File: config.mk
export PLATFORM = sky130hd
export DESIGN_NAME = weso_queue
export DESIGN_NICKNAME = d
export VERILOG_FILES = /design/src/weso_pkg.sv /design/src/weso_queue.sv
export SDC_FILE = /design/constraint.sdc
export NUM_CORES = 1
export LEC_CHECK = 0
export ABC_AREA = 0
export BUFFER_PORTS_ARGS = -buffer_cell sky130_fd_sc_hd__buf_2
export CAP_MARGIN = 20
export CORE_MARGIN = 2
export CORE_UTILIZATION = 55
export CTS_CLUSTER_DIAMETER = 120
export DETAILED_ROUTE_END_ITERATION = 8
export PLACE_DENSITY = 0.83
export SYNTH_ARGS = -nofsm -noshare
export SYNTH_HDL_FRONTEND = slang
export SYNTH_SLANG_ARGS = --single-unit
export TNS_END_PERCENT = 50
File: constraint.sdc
create_clock -name i_clk -period 6.07 [get_ports i_clk]
set_clock_uncertainty 0.2 [all_clocks]
set_input_delay 0.607 -clock i_clk [delete_from_list [all_inputs] [get_ports i_clk]]
set_output_delay 0.607 -clock i_clk [all_outputs]
set_load 0.05 [all_outputs]
File: src/weso_pkg.sv
package weso_pkg;

    localparam int DEF_MAX_DECIMATION = 64;
    localparam int QUEUE_DEPTH        = 2;

    localparam int DELTA_W  = 16;
    localparam int WIN_W    = 24;
    localparam int SPEED_W  = 32;
    localparam int DIST_W   = 48;
    localparam int DEC_W    = 7;
    localparam int GAIN_W   = 32;
    localparam int ALPHA_W  = 17;
    localparam int PROD_W   = 66;
    localparam int CFG_IDX_W = 3;
    localparam int CFG_DATA_W = 32;

    localparam logic [CFG_IDX_W-1:0] REG_DECIMATION    = 3'd0;
    localparam logic [CFG_IDX_W-1:0] REG_RPM_PER_PULSE = 3'd1;
    localparam logic [CFG_IDX_W-1:0] REG_MMPS_PER_RPM  = 3'd2;
    localparam logic [CFG_IDX_W-1:0] REG_FILTER_ALPHA  = 3'd3;
    localparam logic [CFG_IDX_W-1:0] REG_MM_PER_PULSE  = 3'd4;

    localparam logic [DEC_W-1:0]   RST_DECIMATION    = 7'd4;
    localparam logic [GAIN_W-1:0]  RST_RPM_PER_PULSE = 32'd65536;
    localparam logic [GAIN_W-1:0]  RST_MMPS_PER_RPM  = 32'd223025;
    localparam logic [ALPHA_W-1:0] RST_FILTER_ALPHA  = 17'd19661;
    localparam logic [GAIN_W-1:0]  RST_MM_PER_PULSE  = 32'd65536;

    localparam logic [ALPHA_W-1:0] ALPHA_ONE = 17'd65536;

    localparam logic signed [PROD_W-1:0] P_S32_MAX = 66'sd2147483647;
    localparam logic signed [PROD_W-1:0] P_S32_MIN = -66'sd2147483648;
    localparam logic signed [PROD_W-1:0] P_S48_MAX = 66'sd140737488355327;
    localparam logic signed [PROD_W-1:0] P_S48_MIN = -66'sd140737488355328;
    localparam logic signed [WIN_W:0]    P_S24_MAX = 25'sd8388607;
    localparam logic signed [WIN_W:0]    P_S24_MIN = -25'sd8388608;

    // queue entry between front and back
    typedef struct packed {
        logic                    clr;
        logic signed [WIN_W-1:0] left;
        logic signed [WIN_W-1:0] right;
    } t_cmd;

    // first member is the top bits, so left_window_pulses lands at bit 0
    typedef struct packed {
        logic signed [DIST_W-1:0]  right_distance;
        logic signed [DIST_W-1:0]  left_distance;
        logic signed [SPEED_W-1:0] speed_average;
        logic signed [SPEED_W-1:0] speed_difference;
        logic signed [SPEED_W-1:0] right_speed_filtered;
        logic signed [SPEED_W-1:0] left_speed_filtered;
        logic signed [SPEED_W-1:0] right_rpm;
        logic signed [SPEED_W-1:0] left_rpm;
        logic signed [WIN_W-1:0]   right_window_pulses;
        logic signed [WIN_W-1:0]   left_window_pulses;
    } t_result;

    typedef enum logic [3:0] {
        OP_NONE,
        OP_LOAD,
        OP_CLEAR,
        OP_MUL_RPM,
        OP_RPM,
        OP_ODO,
        OP_MMPS,
        OP_FPROD,
        OP_FILT
    } t_lane_op;

    function automatic logic signed [WIN_W-1:0] sat24(input logic signed [WIN_W:0] v);
        logic signed [WIN_W-1:0] r;
        if (v > P_S24_MAX) begin
            r = P_S24_MAX[WIN_W-1:0];
        end else if (v < P_S24_MIN) begin
            r = P_S24_MIN[WIN_W-1:0];
        end else begin
            r = v[WIN_W-1:0];
        end
        return r;
    endfunction

    function automatic logic signed [SPEED_W-1:0] sat32(input logic signed [PROD_W-1:0] v);
        logic signed [SPEED_W-1:0] r;
        if (v > P_S32_MAX) begin
            r = P_S32_MAX[SPEED_W-1:0];
        end else if (v < P_S32_MIN) begin
            r = P_S32_MIN[SPEED_W-1:0];
        end else begin
            r = v[SPEED_W-1:0];
        end
        return r;
    endfunction

    function automatic logic signed [DIST_W-1:0] sat48(input logic signed [PROD_W-1:0] v);
        logic signed [DIST_W-1:0] r;
        if (v > P_S48_MAX) begin
            r = P_S48_MAX[DIST_W-1:0];
        end else if (v < P_S48_MIN) begin
            r = P_S48_MIN[DIST_W-1:0];
        end else begin
            r = v[DIST_W-1:0];
        end
        return r;
    endfunction

    // round to nearest, ties away from zero
    function automatic logic signed [PROD_W-1:0] rnd8(input logic signed [PROD_W-1:0] v);
        logic [PROD_W-1:0] mag;
        logic [PROD_W-1:0] q;
        mag = v[PROD_W-1] ? PROD_W'(-v) : PROD_W'(v);
        q   = (mag + PROD_W'(128)) >> 8;
        return v[PROD_W-1] ? $signed(-q) : $signed(q);
    endfunction

    function automatic logic signed [PROD_W-1:0] rnd16(input logic signed [PROD_W-1:0] v);
        logic [PROD_W-1:0] mag;
        logic [PROD_W-1:0] q;
        mag = v[PROD_W-1] ? PROD_W'(-v) : PROD_W'(v);
        q   = (mag + PROD_W'(32768)) >> 16;
        return v[PROD_W-1] ? $signed(-q) : $signed(q);
    endfunction

endpackage

File: src/weso_queue.sv
module weso_queue (
    input  logic             i_clk,
    input  logic             i_rst_n,
    input  logic             i_push,
    input  weso_pkg::t_cmd   i_cmd,
    output logic             o_full,
    output logic             o_valid,
    output weso_pkg::t_cmd   o_cmd,
    input  logic             i_pop
);
    import weso_pkg::*;

    localparam int PTR_W = (QUEUE_DEPTH > 1) ? $clog2(QUEUE_DEPTH) : 1;
    localparam int CNT_W = $clog2(QUEUE_DEPTH + 1);

    t_cmd             r_mem [QUEUE_DEPTH];
    logic [PTR_W-1:0] r_wr, r_rd;
    logic [CNT_W-1:0] r_count;

    logic do_push, do_pop;

    assign o_full  = r_count == CNT_W'(QUEUE_DEPTH);
    assign o_valid = r_count != '0;
    assign o_cmd   = r_mem[r_rd];
    assign do_push = i_push && !o_full;
    assign do_pop  = i_pop && o_valid;

    function automatic logic [PTR_W-1:0] ptr_inc(input logic [PTR_W-1:0] p);
        return (p == PTR_W'(QUEUE_DEPTH - 1)) ? '0 : p + PTR_W'(1);
    endfunction

    always_ff @(posedge i_clk) begin
        if (do_push) begin
            r_mem[r_wr] <= i_cmd;
        end
    end

    always_ff @(posedge i_clk) begin
        if (!i_rst_n) begin
            r_wr    <= '0;
            r_rd    <= '0;
            r_count <= '0;
        end else begin
            if (do_push) begin
                r_wr <= ptr_inc(r_wr);
            end
            if (do_pop) begin
                r_rd <= ptr_inc(r_rd);
            end
            if (do_push && !do_pop) begin
                r_count <= r_count + CNT_W'(1);
            end else if (do_pop && !do_push) begin
                r_count <= r_count - CNT_W'(1);
            end
        end
    end

endmodule

==> results_dict.tcl <==
set metrics [dict create \
    via_count 1934 \
    hold_viol 0 \
    wire_per_inst_um 16.10 \
    crit_chain "buf_12 -> mux2_2 -> buf_2" \
    drt_iter0_markers 118 \
    cts_tree "done" \
    fp.coreArea_mm2 0.006719 \
    synthFlopType "edfxtp_1" \
    start_kind "flop" \
    cts_setup_buffers 0 \
    cts_sinks 103 \
    synthesis.area_mm2 0.003765 \
    rsz0062_at_grt "false" \
    min_period_ns 2.703 \
    synth_top_area_share_pct 78.17 \
    grt_pass1_vias 1944 \
    drive_gt1_share_pct 55.63 \
    setup_viol 0 \
    final_common_cell "buf_2" \
    initial_core_util_pct 56.03 \
    max_slew_margin_pct 55.64 \
    fp.dieH_um 86.74 \
    ys_warn_count 0 \
    cpMaxStageDelayCell "dfxtp_2" \
    dp_hpwl_um 3862 \
    place_congestion 0.6369 \
    maxCapViolCount 0 \
    status "completed" \
    grt_max_degree 51 \
    n_fill_cell 474 \
    worstPathArrival_ns 1.90 \
    yosysUniqueCellTypes 24 \
    first_pass_iters 4 \
    ctsHtreeMaxLevel 3 \
    ys_top_cells_by_area "edfxtp_1, mux2_2, mux2_1" \
    p_sw_w 0.0008364 \
    ys_ff_latch 103 \
    sw_frac_of_total_pct 38.97 \
    combPwrFrac_pct 37.5 \
    hold_class "in2reg" \
    irDropWorstVdd_mv 0.2148 \
    slowest_delay_ns 0.70 \
    fin_crit_sh_pct 44.54 \
    postSynthCellCount 177 \
    cp.required_ns 5.26 \
    worstSkewPairLatency_ns 0.34 \
    clkPwrFrac_pct 18.7 \
    drc 0 \
    row_count 30 \
    yosysSeqAreaShare_pct 80.82 \
    antenna_found_initial 0 \
    clockBufferDepth 2 \
    power.internal_w 0.001310 \
    layout_common_cells "buf_2, edfxtp_1, mux2_2" \
    p_leak_nw 1.716 \
    finalMaxSlewViolations 0 \
    setup_tns_ns 0 \
    syn_avg_cell_area_um2 21.27 \
    synth-edff-count 98 \
    vias_per_cell 5.185 \
    cts_made_buffers 9 \
    die_area_mm2 0.007523 \
    finalNetCount 343 \
    cts_root_buf "clkbuf_8" \
    cp-end-kind "output port" \
    io-pin-count 104 \
    yosysTopAreaCell "edfxtp_1" \
    routed_wl_um 6006 \
    grt_remaining_overflow 0 \
    grt_pass1_wl_um 8907 \
    syn-num-nets 231 \
    max_freq_mhz 369.9 \
    ant_nets 0 \
    seqPwrFrac_pct 43.8 \
    fp.dieW_um 86.74 \
    grt.total_usage_pct 16.08 \
    dp_cells 358 \
    critPathMaxFanout 27 \
    io_buffers 103 \
    post_cts_resized 0 \
    criticalPathCategory "reg2out" \
    cellPowerDensity_mw_per_mm2 469.1 \
    areaGrowthSynthToFinish_pct 21.54 \
    hold_ws_ns 0.2426 \
    cts-hold-fix-buffers 0 \
    clk_pin_slew_ns 0.09 \
    synth-async-reset-ratio_pct 0 \
    instances_no_fill 373 \
    pre_cts_slack_ns 3.685 \
    fin_ws_ns 3.367 \
    diodes 0 \
    tightest_slew_ns 0.6654 \
]
==> state kept, by name (all words and copies together), names as in the netlist, named ones only <==
register  cells
r_mem        98
r_rd          1
r_wr          1
r_count       2
==> cell usage after synthesis, types with 2 or more instances <==
library cell / count
dfxtp_1: 5
and2_1: 3
xnor2_1: 2
edfxtp_1: 98
mux2_1: 10
mux2_2: 39
buf_2: 3
==> kinds of logic after synthesis <==
| kind of cell | after synthesis | share of synthesized area [%] |
|---|---|---|
| xor+xnor | 3 | 0.6980 |
| buf+inv | 7 | 1.096 |
| flops | 103 | 80.82 |
| mux | 49 | 14.66 |
| simple gates | 9 | 1.529 |
| compound gates | 5 | 0.8640 |
| fa+ha+maj | 1 | 0.3323 |
==> cell type report <==
cell class                      instances  area (µm²)  area share [%]
Clock buffer                            9       123.9           2.707
Clock inverter                          6       61.31           1.340
Sequential cell                       103        3044           66.53
Inverter                                2       7.507          0.1641
Timing Repair Buffer                  106       550.5           12.03
Tap cell                               80       100.1           2.188
Multi-Input combinational cell         67       688.2           15.04
==> path summary, 6_finish.rpt <==
kind              startpoint           end  slack (ns)  cells past startpoint
hold / removal     i_cmd[44]  r_mem[1][44]        0.24                      1
setup reg to reg  r_count[0]  r_mem[0][32]        4.16                      4
setup / recovery        flop      o_cmd[6]        3.37                      3
hold reg to reg   r_count[1]    r_count[1]        0.35                      2
==> power groups by stage <==
stage	registers, W	logic [W]	clock network (W)
after CTS	0.000944	0.000813	0.000413
after detailed placement	0.000961	0.000811	0
after global routing	0.000954	0.000843	0.000435
final	0.000941	0.000804	0.000401
after global placement	0.000976	0.000771	0
after floorplan	0.000932	0.000663	0
==> metrics by stage <==
stage | util, % | power [W] | instance area, µm²
after floorplan | - | 0.001596 | 3765
after global placement | 65.05 | 0.001748 | 4370
after detailed placement | 65.34 | 0.001771 | 4390
after CTS | 68.10 | 0.002170 | 4576
after global routing | 68.10 | 0.002232 | 4576
final | 68.10 | 0.002146 | 4576
==> metal layers <==
metal	vias up	track usage (%)	share of wire [%]
met2	76	27.34	50
met3	11	5.048	6.8
li1	910	-	-
met5	-	0	0
met1	937	18.39	41
met4	0	7.955	2.0
==> worst max-delay path: cells and delay by family (launching register included) <==
| kind | cells | cell delay (ns) |
|---|---|---|
| buffers and inverters | 2 | 0.49 |
| DFF | 1 | 0.70 |
| muxes | 1 | 0.37 |
No activity file was read; power rests on OpenSTA's default activity.
