<file path="config.mk">
export PLATFORM = sky130hd
export DESIGN_NAME = weso_front
export DESIGN_NICKNAME = d
export VERILOG_FILES = /design/src/weso_pkg.sv /design/src/weso_front.sv
export SDC_FILE = /design/constraint.sdc
export NUM_CORES = 1
export LEC_CHECK = 0
export BUFFER_PORTS_ARGS = -buffer_cell sky130_fd_sc_hd__buf_2
export CAP_MARGIN = 20
export CORE_ASPECT_RATIO = 2
export CORE_MARGIN = 2
export CORE_UTILIZATION = 40
export DETAILED_ROUTE_END_ITERATION = 12
export PLACE_DENSITY = 0.65
export REMOVE_ABC_BUFFERS = 1
export SLEW_MARGIN = 0
export SYNTH_ARGS = -nofsm -noshare
export SYNTH_HDL_FRONTEND = slang
export SYNTH_SLANG_ARGS = --single-unit
</file>
<file path="constraint.sdc">
create_clock -name i_clk -period 7.1 [get_ports i_clk]
set_clock_uncertainty 0.1 [all_clocks]
set_input_delay 0.355 -clock i_clk [delete_from_list [all_inputs] [get_ports i_clk]]
set_output_delay 0.355 -clock i_clk [all_outputs]
set_load 0.01 [all_outputs]
</file>
<file path="src/weso_pkg.sv">
package weso_pkg;

    localparam int DEF_MAX_DECIMATION = 64;
    localparam int QUEUE_DEPTH        = 2;

    localparam int DELTA_W  = 16;
    localparam int WIN_W    = 24;
    localparam int SPEED_W  = 32;
    localparam int DIST_W   = 48;
    localparam int DEC_W    = 7;
    localparam int GAIN_W   = 32;
    localparam int ALPHA_W  = 17;
    localparam int PROD_W   = 66;
    localparam int CFG_IDX_W = 3;
    localparam int CFG_DATA_W = 32;

    localparam logic [CFG_IDX_W-1:0] REG_DECIMATION    = 3'd0;
    localparam logic [CFG_IDX_W-1:0] REG_RPM_PER_PULSE = 3'd1;
    localparam logic [CFG_IDX_W-1:0] REG_MMPS_PER_RPM  = 3'd2;
    localparam logic [CFG_IDX_W-1:0] REG_FILTER_ALPHA  = 3'd3;
    localparam logic [CFG_IDX_W-1:0] REG_MM_PER_PULSE  = 3'd4;

    localparam logic [DEC_W-1:0]   RST_DECIMATION    = 7'd4;
    localparam logic [GAIN_W-1:0]  RST_RPM_PER_PULSE = 32'd65536;
    localparam logic [GAIN_W-1:0]  RST_MMPS_PER_RPM  = 32'd223025;
    localparam logic [ALPHA_W-1:0] RST_FILTER_ALPHA  = 17'd19661;
    localparam logic [GAIN_W-1:0]  RST_MM_PER_PULSE  = 32'd65536;

    localparam logic [ALPHA_W-1:0] ALPHA_ONE = 17'd65536;

    localparam logic signed [PROD_W-1:0] P_S32_MAX = 66'sd2147483647;
    localparam logic signed [PROD_W-1:0] P_S32_MIN = -66'sd2147483648;
    localparam logic signed [PROD_W-1:0] P_S48_MAX = 66'sd140737488355327;
    localparam logic signed [PROD_W-1:0] P_S48_MIN = -66'sd140737488355328;
    localparam logic signed [WIN_W:0]    P_S24_MAX = 25'sd8388607;
    localparam logic signed [WIN_W:0]    P_S24_MIN = -25'sd8388608;

    // queue entry between front and back
    typedef struct packed {
        logic                    clr;
        logic signed [WIN_W-1:0] left;
        logic signed [WIN_W-1:0] right;
    } t_cmd;

    // first member is the top bits, so left_window_pulses lands at bit 0
    typedef struct packed {
        logic signed [DIST_W-1:0]  right_distance;
        logic signed [DIST_W-1:0]  left_distance;
        logic signed [SPEED_W-1:0] speed_average;
        logic signed [SPEED_W-1:0] speed_difference;
        logic signed [SPEED_W-1:0] right_speed_filtered;
        logic signed [SPEED_W-1:0] left_speed_filtered;
        logic signed [SPEED_W-1:0] right_rpm;
        logic signed [SPEED_W-1:0] left_rpm;
        logic signed [WIN_W-1:0]   right_window_pulses;
        logic signed [WIN_W-1:0]   left_window_pulses;
    } t_result;

    typedef enum logic [3:0] {
        OP_NONE,
        OP_LOAD,
        OP_CLEAR,
        OP_MUL_RPM,
        OP_RPM,
        OP_ODO,
        OP_MMPS,
        OP_FPROD,
        OP_FILT
    } t_lane_op;

    function automatic logic signed [WIN_W-1:0] sat24(input logic signed [WIN_W:0] v);
        logic signed [WIN_W-1:0] r;
        if (v > P_S24_MAX) begin
            r = P_S24_MAX[WIN_W-1:0];
        end else if (v < P_S24_MIN) begin
            r = P_S24_MIN[WIN_W-1:0];
        end else begin
            r = v[WIN_W-1:0];
        end
        return r;
    endfunction

    function automatic logic signed [SPEED_W-1:0] sat32(input logic signed [PROD_W-1:0] v);
        logic signed [SPEED_W-1:0] r;
        if (v > P_S32_MAX) begin
            r = P_S32_MAX[SPEED_W-1:0];
        end else if (v < P_S32_MIN) begin
            r = P_S32_MIN[SPEED_W-1:0];
        end else begin
            r = v[SPEED_W-1:0];
        end
        return r;
    endfunction

    function automatic logic signed [DIST_W-1:0] sat48(input logic signed [PROD_W-1:0] v);
        logic signed [DIST_W-1:0] r;
        if (v > P_S48_MAX) begin
            r = P_S48_MAX[DIST_W-1:0];
        end else if (v < P_S48_MIN) begin
            r = P_S48_MIN[DIST_W-1:0];
        end else begin
            r = v[DIST_W-1:0];
        end
        return r;
    endfunction

    // round to nearest, ties away from zero
    function automatic logic signed [PROD_W-1:0] rnd8(input logic signed [PROD_W-1:0] v);
        logic [PROD_W-1:0] mag;
        logic [PROD_W-1:0] q;
        mag = v[PROD_W-1] ? PROD_W'(-v) : PROD_W'(v);
        q   = (mag + PROD_W'(128)) >> 8;
        return v[PROD_W-1] ? $signed(-q) : $signed(q);
    endfunction

    function automatic logic signed [PROD_W-1:0] rnd16(input logic signed [PROD_W-1:0] v);
        logic [PROD_W-1:0] mag;
        logic [PROD_W-1:0] q;
        mag = v[PROD_W-1] ? PROD_W'(-v) : PROD_W'(v);
        q   = (mag + PROD_W'(32768)) >> 16;
        return v[PROD_W-1] ? $signed(-q) : $signed(q);
    endfunction

endpackage

</file>
<file path="src/weso_front.sv">
module weso_front #(
    parameter int MAX_DECIMATION = weso_pkg::DEF_MAX_DECIMATION
) (
    input  logic                                  i_clk,
    input  logic                                  i_rst_n,
    input  logic                                  i_valid,
    output logic                                  o_ready,
    input  logic                                  i_func,
    input  logic signed [weso_pkg::DELTA_W-1:0]   i_left,
    input  logic signed [weso_pkg::DELTA_W-1:0]   i_right,
    input  logic [weso_pkg::DEC_W-1:0]            i_decimation,
    input  logic                                  i_full,
    output logic                                  o_push,
    output weso_pkg::t_cmd                        o_cmd
);
    import weso_pkg::*;

    localparam int CNT_W = $clog2(MAX_DECIMATION + 1);
    localparam int CMP_W = (CNT_W > DEC_W) ? CNT_W : DEC_W;

    logic signed [WIN_W-1:0] r_left_acc, r_right_acc;
    logic [CNT_W-1:0]        r_cnt;

    logic signed [WIN_W-1:0] n_left_acc, n_right_acc;
    logic [CNT_W-1:0]        n_cnt;
    logic [CMP_W-1:0]        dec_ext, dec_eff, cnt_ext;
    logic                    accept, window_end;

    assign o_ready = !i_full;
    assign accept  = i_valid && o_ready;

    always_comb begin
        dec_ext = CMP_W'(i_decimation);
        if (dec_ext == '0) begin
            dec_eff = CMP_W'(1);
        end else if (dec_ext > CMP_W'(MAX_DECIMATION)) begin
            dec_eff = CMP_W'(MAX_DECIMATION);
        end else begin
            dec_eff = dec_ext;
        end
    end

    assign n_left_acc  = sat24({r_left_acc[WIN_W-1], r_left_acc}
                             + {{(WIN_W+1-DELTA_W){i_left[DELTA_W-1]}}, i_left});
    assign n_right_acc = sat24({r_right_acc[WIN_W-1], r_right_acc}
                             + {{(WIN_W+1-DELTA_W){i_right[DELTA_W-1]}}, i_right});
    // stored count stays below MAX_DECIMATION, so +1 never wraps
    assign n_cnt       = r_cnt + CNT_W'(1);
    assign cnt_ext     = CMP_W'(n_cnt);
    assign window_end  = cnt_ext >= dec_eff;

    assign o_push    = accept && (i_func || window_end);
    assign o_cmd.clr   = i_func;
    assign o_cmd.left  = n_left_acc;
    assign o_cmd.right = n_right_acc;

    always_ff @(posedge i_clk) begin
        if (!i_rst_n) begin
            r_left_acc  <= '0;
            r_right_acc <= '0;
            r_cnt       <= '0;
        end else if (accept && !i_func) begin
            if (window_end) begin
                r_left_acc  <= '0;
                r_right_acc <= '0;
                r_cnt       <= '0;
            end else begin
                r_left_acc  <= n_left_acc;
                r_right_acc <= n_right_acc;
                r_cnt       <= n_cnt;
            end
        end
    end

endmodule

</file>
==> impl_metrics.yaml, run 1 <==
status:
  outcome: "finished clean"
setup_path:
  r2r_start: "r_right_acc[0]"
  r2r-end: "r_right_acc[5]"
  crit_end: "o_cmd[22]"
  r2r_cells: 12
  r2r_setup_slack_ns: 3.14
  path_max_fanout: 20
  worstSetupPathType: "reg2out"
  worstPathArrival_ns: 4.20
  end_kind: "output port"
  cp-start-kind: "flip-flop"
  cp_data_required_time_ns: 6.64
  crit_path_start: "r_right_acc[0]"
sta:
  worst_slack_ns: 2.44
  finalCritPeriodShare_pct: 65.6
  grt_setup_unrepaired: "false"
  period_needed_ns: 4.66
  slew_violations: 0
  relSlewSlack_pct: 39.5
  setup_viol: 0
  worst_pin_slew_ns: 0.907
  fmax_mhz: 215
  finalHoldViolations: 0
  tns_ns: 0
clock_tree:
  cts_root_buffer: "clkbuf_16"
  cts_made_buffers: 5
  cts_hold_buf: 0
  clk_latency_ns: 0.30
  post-cts-setup-buffer-count: 0
  cts_tree: "done"
  cts_sinks: 55
  ctsHtreeMaxLevel: 2
  cts_resized: 0
  clk_pin_slew_worst_paths_ns: 0.08
  clk_path_buf_depth: 2
placed_design:
  place_ws_ns: 2.62
  dpl_cell_area_um2: 5650
  dp_cells: 885
  dp_hpwl_mm: 12.0
  gp_congestion: 0.897
  port-buffer-count: 94
logic_synthesis:
  yosys.area_share.adder_pct: 18.0
  synth-compound-area-share_pct: 27.6
  synthCells: 670
  syn_area_um2: 5100
  synth_edf_count: 0
  yosys.area.top_type: "dfxtp_1"
  synth.yosys.seq_area_share_pct: 21.6
  synth_top_family_by_area: "compound AO/OA/AOI/OAI gates"
  synthXorXnorAreaFrac_pct: 7.72
  yosysTopAreaCellShare_pct: 21.6
  synthMuxAreaShare_pct: 0.392
  synth_warnings: 0
  avgSynthCellArea_um2: 7.62
  synthFlopType: "dfxtp_1"
  ys_top_cells_by_area: "dfxtp_1 (22%), ha_1 (14%), nand2_1 (5.9%)"
  synth-seq-cells: 55
  synth.distinct_cells: 63
  synth-async-reset-ratio_pct: 0
  synth_simple_gate_area_share_pct: 20.0
global_route:
  antenna_found_initial: 0
  grt.overflow.total: 0
  grt_first_pass_wirelength_mm: 24.3
  first_global_vias: 5263
  grt_max_degree: 26
  track_usage_pct: 21.9
floorplan:
  initial_core_util_pct: 40.7
  num_rows: 58
  dieWidth_um: 83.9
  dieArea_um2: 13700
  chipHeight_um: 164
  coreArea_um2: 12600
  io_pins: 95
finish:
  stdcell_area_um2: 5830
  final_cells: 894
  fillCellCount: 1288
  finalNetCount: 845
  regArea_um2: 1100
  syn_to_final_growth_pct: 14.3
  diodes: 0
  final_cell_mix: "buf_2 (94), nand2_1 (80), nor2_1 (67)"
  mostFrequentLayoutCell: "buf_2"
  multi_input_area_um2: 3770
  drive_gt1_share_pct: 17.1
power_and_ir_drop:
  peakVddDrop_v: 0.000117
  p_per_area_nw_per_um2: 174
  power.leakage_nw: 2.76
route:
  via_per_inst: 5.64
  wl_per_cell_um: 17.0
  vias: 5039
  wirelength_mm: 15.2
  drt_pass1_iterations: 4
  ant_nets: 0
  drt_iter0_markers: 129
  drc: 0
worst_hold_path:
  worst_hold_path_type: "in2reg"
flow_run:
  cap_viol_max_count: 0
==> area by class of cell <==
cell class	instances	area share, %
multi-input cells	559	64.6
flip-flops and latches	55	18.9
repair buffers	101	9.03
well taps	150	3.22
clock buffers	5	2.14
inverters	21	1.35
clock inverters	3	0.793
==> synth_stat cells (3+ instances only) <==
library cell / number
clkbuf_1: 18
maj3_1: 18
nor3_1: 8
nor2_1: 67
dfxtp_1: 55
or3_1: 3
nand2_1: 80
o21a_1: 3
o211ai_1: 5
xor2_1: 14
a31oi_1: 5
ha_1: 56
a22oi_1: 9
buf_4: 4
inv_1: 20
nand4_1: 8
and2_1: 8
nor4_1: 3
xnor2_1: 31
o21bai_1: 5
nand2b_1: 8
o21ai_1: 36
buf_2: 13
o21ai_0: 32
a21oi_1: 52
nor2b_1: 14
nand3_1: 13
and3_1: 4
a22o_1: 11
a21o_1: 25
==> worst max-delay path, stage by stage (launching register included) <==
cell and delay, ns:
dfxtp_1 0.34, ha_1 0.22, inv_1 0.08, fa_1 0.40, nand2b_1 0.20, a21oi_2 0.21
o41ai_4 0.13, o41a_1 0.47, nand3b_4 0.19, a32oi_4 0.45, and2_1 0.77, nor2_1 0.17
nor2_1 0.14, buf_2 0.14
==> through the flow <==
step / hold slack (ns) / total power [mW] / utilization, %
CTS: 0.305 / 1.03 / 46.4
finish: 0.308 / 1.02 / 46.5
global route: 0.335 / 1.07 / 46.5
detailed placement: 0.347 / 0.722 / 45.0
global placement: 0.341 / 0.716 / 45.0
floorplan: 0.329 / 0.585 / -
==> metal layers <==
metal	GRT usage, %	wire (µm)	share of wire [%]
met2	44.7	8640	57
met5	0	0	0
met1	20.9	5650	37
met4	10.7	460	3.0
met3	2.46	480	3.2
==> sequential cells by signal (all words and copies together) (netlist names) <==
| name | count |
|---|---|
| r_left_acc | 24 |
| r_right_acc | 24 |
| r_cnt | 7 |
==> how the worst min path moves through the flow <==
stage                                from               to  slack [ns]  depth (start not counted)
after global routing              i_rst_n         r_cnt[4]        0.34                          2
after global placement      r_left_acc[5]    r_left_acc[5]        0.34                          2
after floorplan            r_left_acc[14]   r_left_acc[14]        0.33                          2
after detailed placement  r_right_acc[10]  r_right_acc[10]        0.35                          2
after CTS                         i_rst_n  r_right_acc[18]        0.30                          3
final                             i_rst_n  r_right_acc[18]        0.31                          3
==> kinds of logic after synthesis <==
logic type               after synthesis
AND/OR/NAND/NOR                      223
AO/OA/AOI/OAI                        213
adder cells (fa/ha/maj)               76
buffers and inverters                 56
flip-flops                            55
XOR/XNOR                              45
multiplexers                           2
==> report_power, final <==
part | internal (mW) | switching (mW)
logic | 0.154 | 0.234
clock network | 0.168 | 0.131
registers | 0.320 | 0.00738
Power figures use the tool's default switching activity.
==> run 2: changes to the inputs <==
--- a/config.mk
+++ b/config.mk
@@ -5,13 +5,14 @@
 export SDC_FILE = /design/constraint.sdc
 export NUM_CORES = 1
 export LEC_CHECK = 0
+export ABC_AREA = 1
 export BUFFER_PORTS_ARGS = -buffer_cell sky130_fd_sc_hd__buf_2
 export CAP_MARGIN = 20
 export CORE_ASPECT_RATIO = 2
 export CORE_MARGIN = 2
 export CORE_UTILIZATION = 40
 export DETAILED_ROUTE_END_ITERATION = 12
-export PLACE_DENSITY = 0.65
+export PLACE_DENSITY = 0.66
 export REMOVE_ABC_BUFFERS = 1
 export SLEW_MARGIN = 0
 export SYNTH_ARGS = -nofsm -noshare
==> constraint.sdc (replaced) <==
create_clock -name i_clk -period 3.7 [get_ports i_clk]
set_clock_uncertainty 0.1 [all_clocks]
set_input_delay 0.185 -clock i_clk [delete_from_list [all_inputs] [get_ports i_clk]]
set_output_delay 0.185 -clock i_clk [all_outputs]
set_load 0.01 [all_outputs]
==> run 2 against run 1 <==
Clock-buffer cell count grew 2. Global-route usage shrank 1.3 points. Critical path type unchanged. Synthesized cell count grew 52%. Combinational power grew 110%. Highest routed layer unchanged. Sequential power grew 93%. Via count grew 25%. Flip-flop and latch count is the same. Sequential share of layout area shrank 2.4 points.
==> impl_metrics.yaml, run 2 <==
logic_synthesis:
  synth-async-reset-ratio_pct: 0
  synth_warnings: 0
  synth.distinct_cells: 33
  synth.most_common_cell: "nand2_1"
  synth_edf_count: 0
  ys_top_cells_by_area: "nand2_1 (26%), dfxtp_1 (19%), ha_1 (12%)"
  yosysTopAreaCellShare_pct: 26.4
  avgSynthCellArea_um2: 5.84
  synth_common_cells: "nand2_1 (417), inv_1 (117), a21oi_1 (96), nor2_1 (69), ha_1 (56)"
  yosys.area.top_type: "nand2_1"
  synth.yosys.seq_area_share_pct: 18.5
  synthCells: 1016
  synth-seq-cells: 55
  syn_area_um2: 5940
  synthFlopType: "dfxtp_1"
global_route:
  track_usage_pct: 20.6
  antenna_found_initial: 0
  grt_first_pass_wirelength_mm: 27.5
  grt_max_degree: 56
  grt.overflow.total: 0
  first_global_vias: 5873
finish:
  regArea_um2: 1100
  syn_to_final_growth_pct: 12.3
  stdcell_area_um2: 6670
  drive_gt1_share_pct: 14.6
  diodes: 0
  final_cell_mix: "nand2_1 (417), inv_1 (117), a21oi_1 (96)"
  finalNetCount: 1197
  final_cells: 1291
  fillCellCount: 1635
  largestRegisters: "r_left_acc: 24 flops, r_right_acc: 24 flops, r_cnt: 7 flops"
  mostFrequentLayoutCell: "nand2_1"
  multi_input_area_um2: 4230
setup_path:
  worstSetupPathType: "reg2out"
  path_max_fanout: 15
  cp-start-kind: "flip-flop"
  worstPathArrival_ns: 3.06
  cp_data_required_time_ns: 3.41
  end_kind: "output port"
clock_tree:
  cts_resized: 0
  cts_sinks: 55
  cts_tree: "done"
  ctsHtreeMaxLevel: 2
  cts_made_buffers: 5
  clk_pin_slew_worst_paths_ns: 0.08
  cts_hold_buf: 0
  cts_root_buffer: "clkbuf_16"
  post-cts-setup-buffer-count: 0
  clk_path_buf_depth: 2
  clk_latency_ns: 0.31
floorplan:
  io_pins: 95
  num_rows: 63
  dieWidth_um: 90.1
  chipHeight_um: 176
  initial_core_util_pct: 40.5
  dieArea_um2: 15900
  coreArea_um2: 14700
sta:
  finalCritPeriodShare_pct: 90.4
  grt_setup_unrepaired: "false"
  relSlewSlack_pct: 31.0
  finalHoldViolations: 0
  period_needed_ns: 3.35
  holdWs_ns: 0.279
  slew_violations: 0
  worst_pin_slew_ns: 1.03
  fmax_mhz: 299
  tns_ns: 0
  setup_viol: 0
status:
  outcome: "finished clean"
power_and_ir_drop:
  p_per_area_nw_per_um2: 294
  power.leakage_nw: 3.69
  peakVddDrop_v: 0.000177
placed_design:
  gp_congestion: 0.927
  dpl_cell_area_um2: 6530
  port-buffer-count: 94
  dp_hpwl_mm: 12.6
  dp_cells: 1283
route:
  via_per_inst: 4.87
  wirelength_mm: 16.2
  drc: 0
  drt_pass1_iterations: 5
  drt_iter0_markers: 348
  ant_nets: 0
  wl_per_cell_um: 12.6
  vias: 6284
flow_run:
  cap_viol_max_count: 0
worst_hold_path:
  worst_hold_path_type: "in2reg"
==> run 2: through the flow <==
stage               utilization (%)  power, mW  setup slack (ns)
floorplan                         -       1.21            -0.108
global placement               44.5       1.47             0.738
detailed placement             44.5       1.48             0.702
CTS                            45.5       1.99             0.357
global route                   45.5       2.11             0.115
finish                         45.5       1.96             0.355
==> run 2: power breakdown <==
group          internal (mW)  total, mW  switching (mW)
Clock                  0.252      0.495           0.242
Combinational          0.299      0.833           0.534
Sequential             0.617      0.632          0.0148
==> run 2: cell families (layout without fill, tap and decap cells) <==
| group | count (synthesis) | count (layout) | share of synthesized area (%) |
|---|---|---|---|
| flops | 55 | 55 | 18.5 |
| compound gates | 118 | 118 | 10.6 |
| buf+inv | 144 | 224 | 10.3 |
| simple gates | 606 | 606 | 42.8 |
| fa+ha+maj | 58 | 58 | 12.5 |
| xor+xnor | 35 | 35 | 5.16 |
==> run 2: area by class of cell <==
cell class	count	area share, %
Multi-Input combinational cell	817	63.5
Sequential cell	55	16.5
Timing Repair Buffer	97	7.58
Inverter	119	6.70
Tap cell	195	3.66
Clock buffer	7	1.99
Clock inverter	1	0.0751
==> run 2: final timing paths <==
kind / from / end / slack [ns] / cells after the start
max: r_left_acc[0] / o_cmd[37] / 0.35 / 14
min: i_left[0] / r_left_acc[0] / 0.28 / 6
max reg2reg: r_left_acc[0] / r_left_acc[13] / 0.73 / 15
min reg2reg: r_right_acc[11] / r_right_acc[11] / 0.37 / 2
==> run 2: critical path, stage by stage, from the launching register on <==
cell	delay, ns
dfxtp_1	0.34
ha_1	0.17
inv_1	0.05
fa_1	0.41
inv_1	0.07
nand3_1	0.06
nand2_1	0.17
nand2_1	0.07
nand2_1	0.18
nand2_1	0.10
nand4_1	0.15
nand4_2	0.36
buf_4	0.36
nand2_2	0.12
buf_2	0.13
==> run 2: layer usage <==
layer / part of all wire [%] / wire length [µm] / global-route usage, %
met5: 0 / 0 / 0
met4: 1.6 / 253 / 5.38
met3: 4.7 / 757 / 2.73
met2: 45 / 7250 / 33.9
met1: 49 / 7960 / 28.4
==> run 3: changes to the inputs <==
--- a/config.mk
+++ b/config.mk
@@ -5,14 +5,13 @@
 export SDC_FILE = /design/constraint.sdc
 export NUM_CORES = 1
 export LEC_CHECK = 0
-export ABC_AREA = 1
 export BUFFER_PORTS_ARGS = -buffer_cell sky130_fd_sc_hd__buf_2
 export CAP_MARGIN = 20
 export CORE_ASPECT_RATIO = 2
 export CORE_MARGIN = 2
 export CORE_UTILIZATION = 40
 export DETAILED_ROUTE_END_ITERATION = 12
-export PLACE_DENSITY = 0.66
+export PLACE_DENSITY = 0.67
 export REMOVE_ABC_BUFFERS = 1
 export SLEW_MARGIN = 0
 export SYNTH_ARGS = -nofsm -noshare
==> run 3 against run 2 <==
Clock power about the same. Flip-flop and latch count unchanged. Cell count decreased by 29%. Critical path type unchanged. Critical endpoint is now o_cmd[18]. Highest routed layer unchanged.
==> impl_metrics.yaml, run 3 (synthesis gave the netlist of run 1 again) <==
finish:
  regArea_um2: 1100
  fillCellCount: 1286
  drive_gt1_share_pct: 20.8
  mostFrequentLayoutCell: "buf_2"
  largestRegisters: "r_left_acc: 24 flops, r_right_acc: 24 flops, r_cnt: 7 flops"
  syn_to_final_growth_pct: 18.8
  diodes: 0
  finalNetCount: 870
  final_cell_mix: "buf_2 (94), nand2_1 (79), nor2_1 (66)"
  multi_input_area_um2: 3820
clock_tree:
  cts_root_buffer: "clkbuf_16"
  cts_made_buffers: 5
  clk_path_buf_depth: 2
  clk_pin_slew_worst_paths_ns: 0.08
  cts_tree: "done"
  cts_hold_buf: 0
  ctsHtreeMaxLevel: 2
  cts_sinks: 55
  clk_latency_ns: 0.30
sta:
  period_needed_ns: 3.55
  holdWs_ns: 0.145
  fmax_mhz: 282
  finalHoldViolations: 0
  worst_pin_slew_ns: 1.05
  slew_violations: 0
  finalCritPeriodShare_pct: 95.8
  setup_viol: 0
  relSlewSlack_pct: 29.9
power_and_ir_drop:
  p_per_area_nw_per_um2: 317
  report.power.total_mw: 1.92
  peakVddDrop_v: 0.000236
  power.leakage_nw: 2.91
placed_design:
  dp_hpwl_mm: 12.2
  port-buffer-count: 94
  gp_congestion: 0.906
worst_hold_path:
  worst_hold_path_type: "in2reg"
setup_path:
  critPathBufInv: 4
  crit_path_frequent_cell: "buf_4"
  path_cells: "ha_2 -> inv_1 -> fa_1 -> nand2b_4 -> a21oi_4 -> o41ai_4 -> o41a_1 -> nand3b_4 -> a32oi_4 -> buf_4 -> buf_4 -> o21ai_0 -> nand2_1 -> buf_2"
  cp-start-kind: "flip-flop"
  worstSetupPathType: "reg2out"
  end_kind: "output port"
  path_max_fanout: 6
  crit_path_max_incr_delay_ns: 0.40
  crit_family: "compound AO/OA/AOI/OAI gates"
  worstPathArrival_ns: 3.26
  cp_slowest_cell: "fa_1"
  cp_data_required_time_ns: 3.41
global_route:
  track_usage_pct: 22.2
  first_global_vias: 5269
  grt_first_pass_wirelength_mm: 24.8
  grt_max_degree: 35
  grt.overflow.total: 0
  antenna_found_initial: 0
route:
  drt_pass1_iterations: 4
  drt_iter0_markers: 153
  vias: 5144
  wl_per_cell_um: 16.8
  via_per_inst: 5.60
  drc: 0
  wirelength_mm: 15.5
  ant_nets: 0
floorplan:
  dieArea_um2: 13700
  dieWidth_um: 83.9
  io_pins: 95
  coreArea_um2: 12600
  num_rows: 58
  chipHeight_um: 164
  initial_core_util_pct: 40.7
status:
  outcome: "finished clean"
flow_run:
  cap_viol_max_count: 0
==> run 3: cell count changes in the layout (fill, tap and decap cells not counted), sizes merged, moves of 18 or more <==
cell   previous run  this run
a21o              0        25
a21oi            98        53
buf              97       126
inv             119        21
maj3              0        18
nand2           465        80
nand3            35        13
o21ai             6        69
xnor2            13        31
==> run 3: routing by layer <==
layer	share of wire (%)	track usage (%)	vias up	wire, µm
li1	-	-	2589	-
met1	37	21.4	2380	5720
met2	57	45.9	140	8790
met3	3.2	2.16	35	499
met4	3.1	9.97	0	480
met5	0	0	-	0
==> run 3: area by class of cell <==
| type | instances | area share [%] |
|---|---|---|
| Multi-Input combinational cell | 559 | 63.1 |
| Sequential cell | 55 | 18.2 |
| Timing Repair Buffer | 126 | 12.0 |
| Tap cell | 150 | 3.09 |
| Clock buffer | 6 | 2.13 |
| Inverter | 21 | 1.30 |
| Clock inverter | 2 | 0.206 |
==> run 3: where the power goes <==
part	internal [mW]	total (mW)	switching [mW]
combinational	0.331	0.798	0.467
sequential	0.614	0.628	0.0139
clock	0.252	0.494	0.243
total	1.20	1.92	0.724
==> run 3: repair_timing <==
action	CTS	global route
endpoints found under the setup margin	24	30
buffers inserted	4	2
resized for setup	4	12
pin swaps	5	3
==> run 3: final timing paths <==
check	from	to	slack (ns)	cells past startpoint
setup / recovery	r_right_acc[0]	o_cmd[18]	0.15	14
hold reg to reg	r_right_acc[3]	r_right_acc[3]	0.35	2
setup reg to reg	r_left_acc[0]	r_left_acc[14]	0.30	13
hold / removal	i_rst_n	r_right_acc[18]	0.15	3
==> run 3: worst min-delay path: stages <==
cell     delay, ns
buf_2         0.18
o21ai_0       0.09
a21oi_1       0.04
==> run 3: stage by stage <==
stage / utilization [%] / cell area [µm²] / cells / setup slack, ns / setup TNS [ns]
6_report: 48.3 / 6060 / 919 / 0.154 / 0
5_1_grt: 48.3 / 6060 / 919 / -0.00705 / -0.0135
4_1_cts: 47.8 / 6000 / 917 / 0.00623 / 0
3_5_place_dp: 46.3 / 5820 / 905 / 0.128 / 0
3_3_place_gp: 46.3 / 5810 / 904 / 0.133 / 0
2_1_floorplan: - / 4940 / 635 / 0.214 / 0
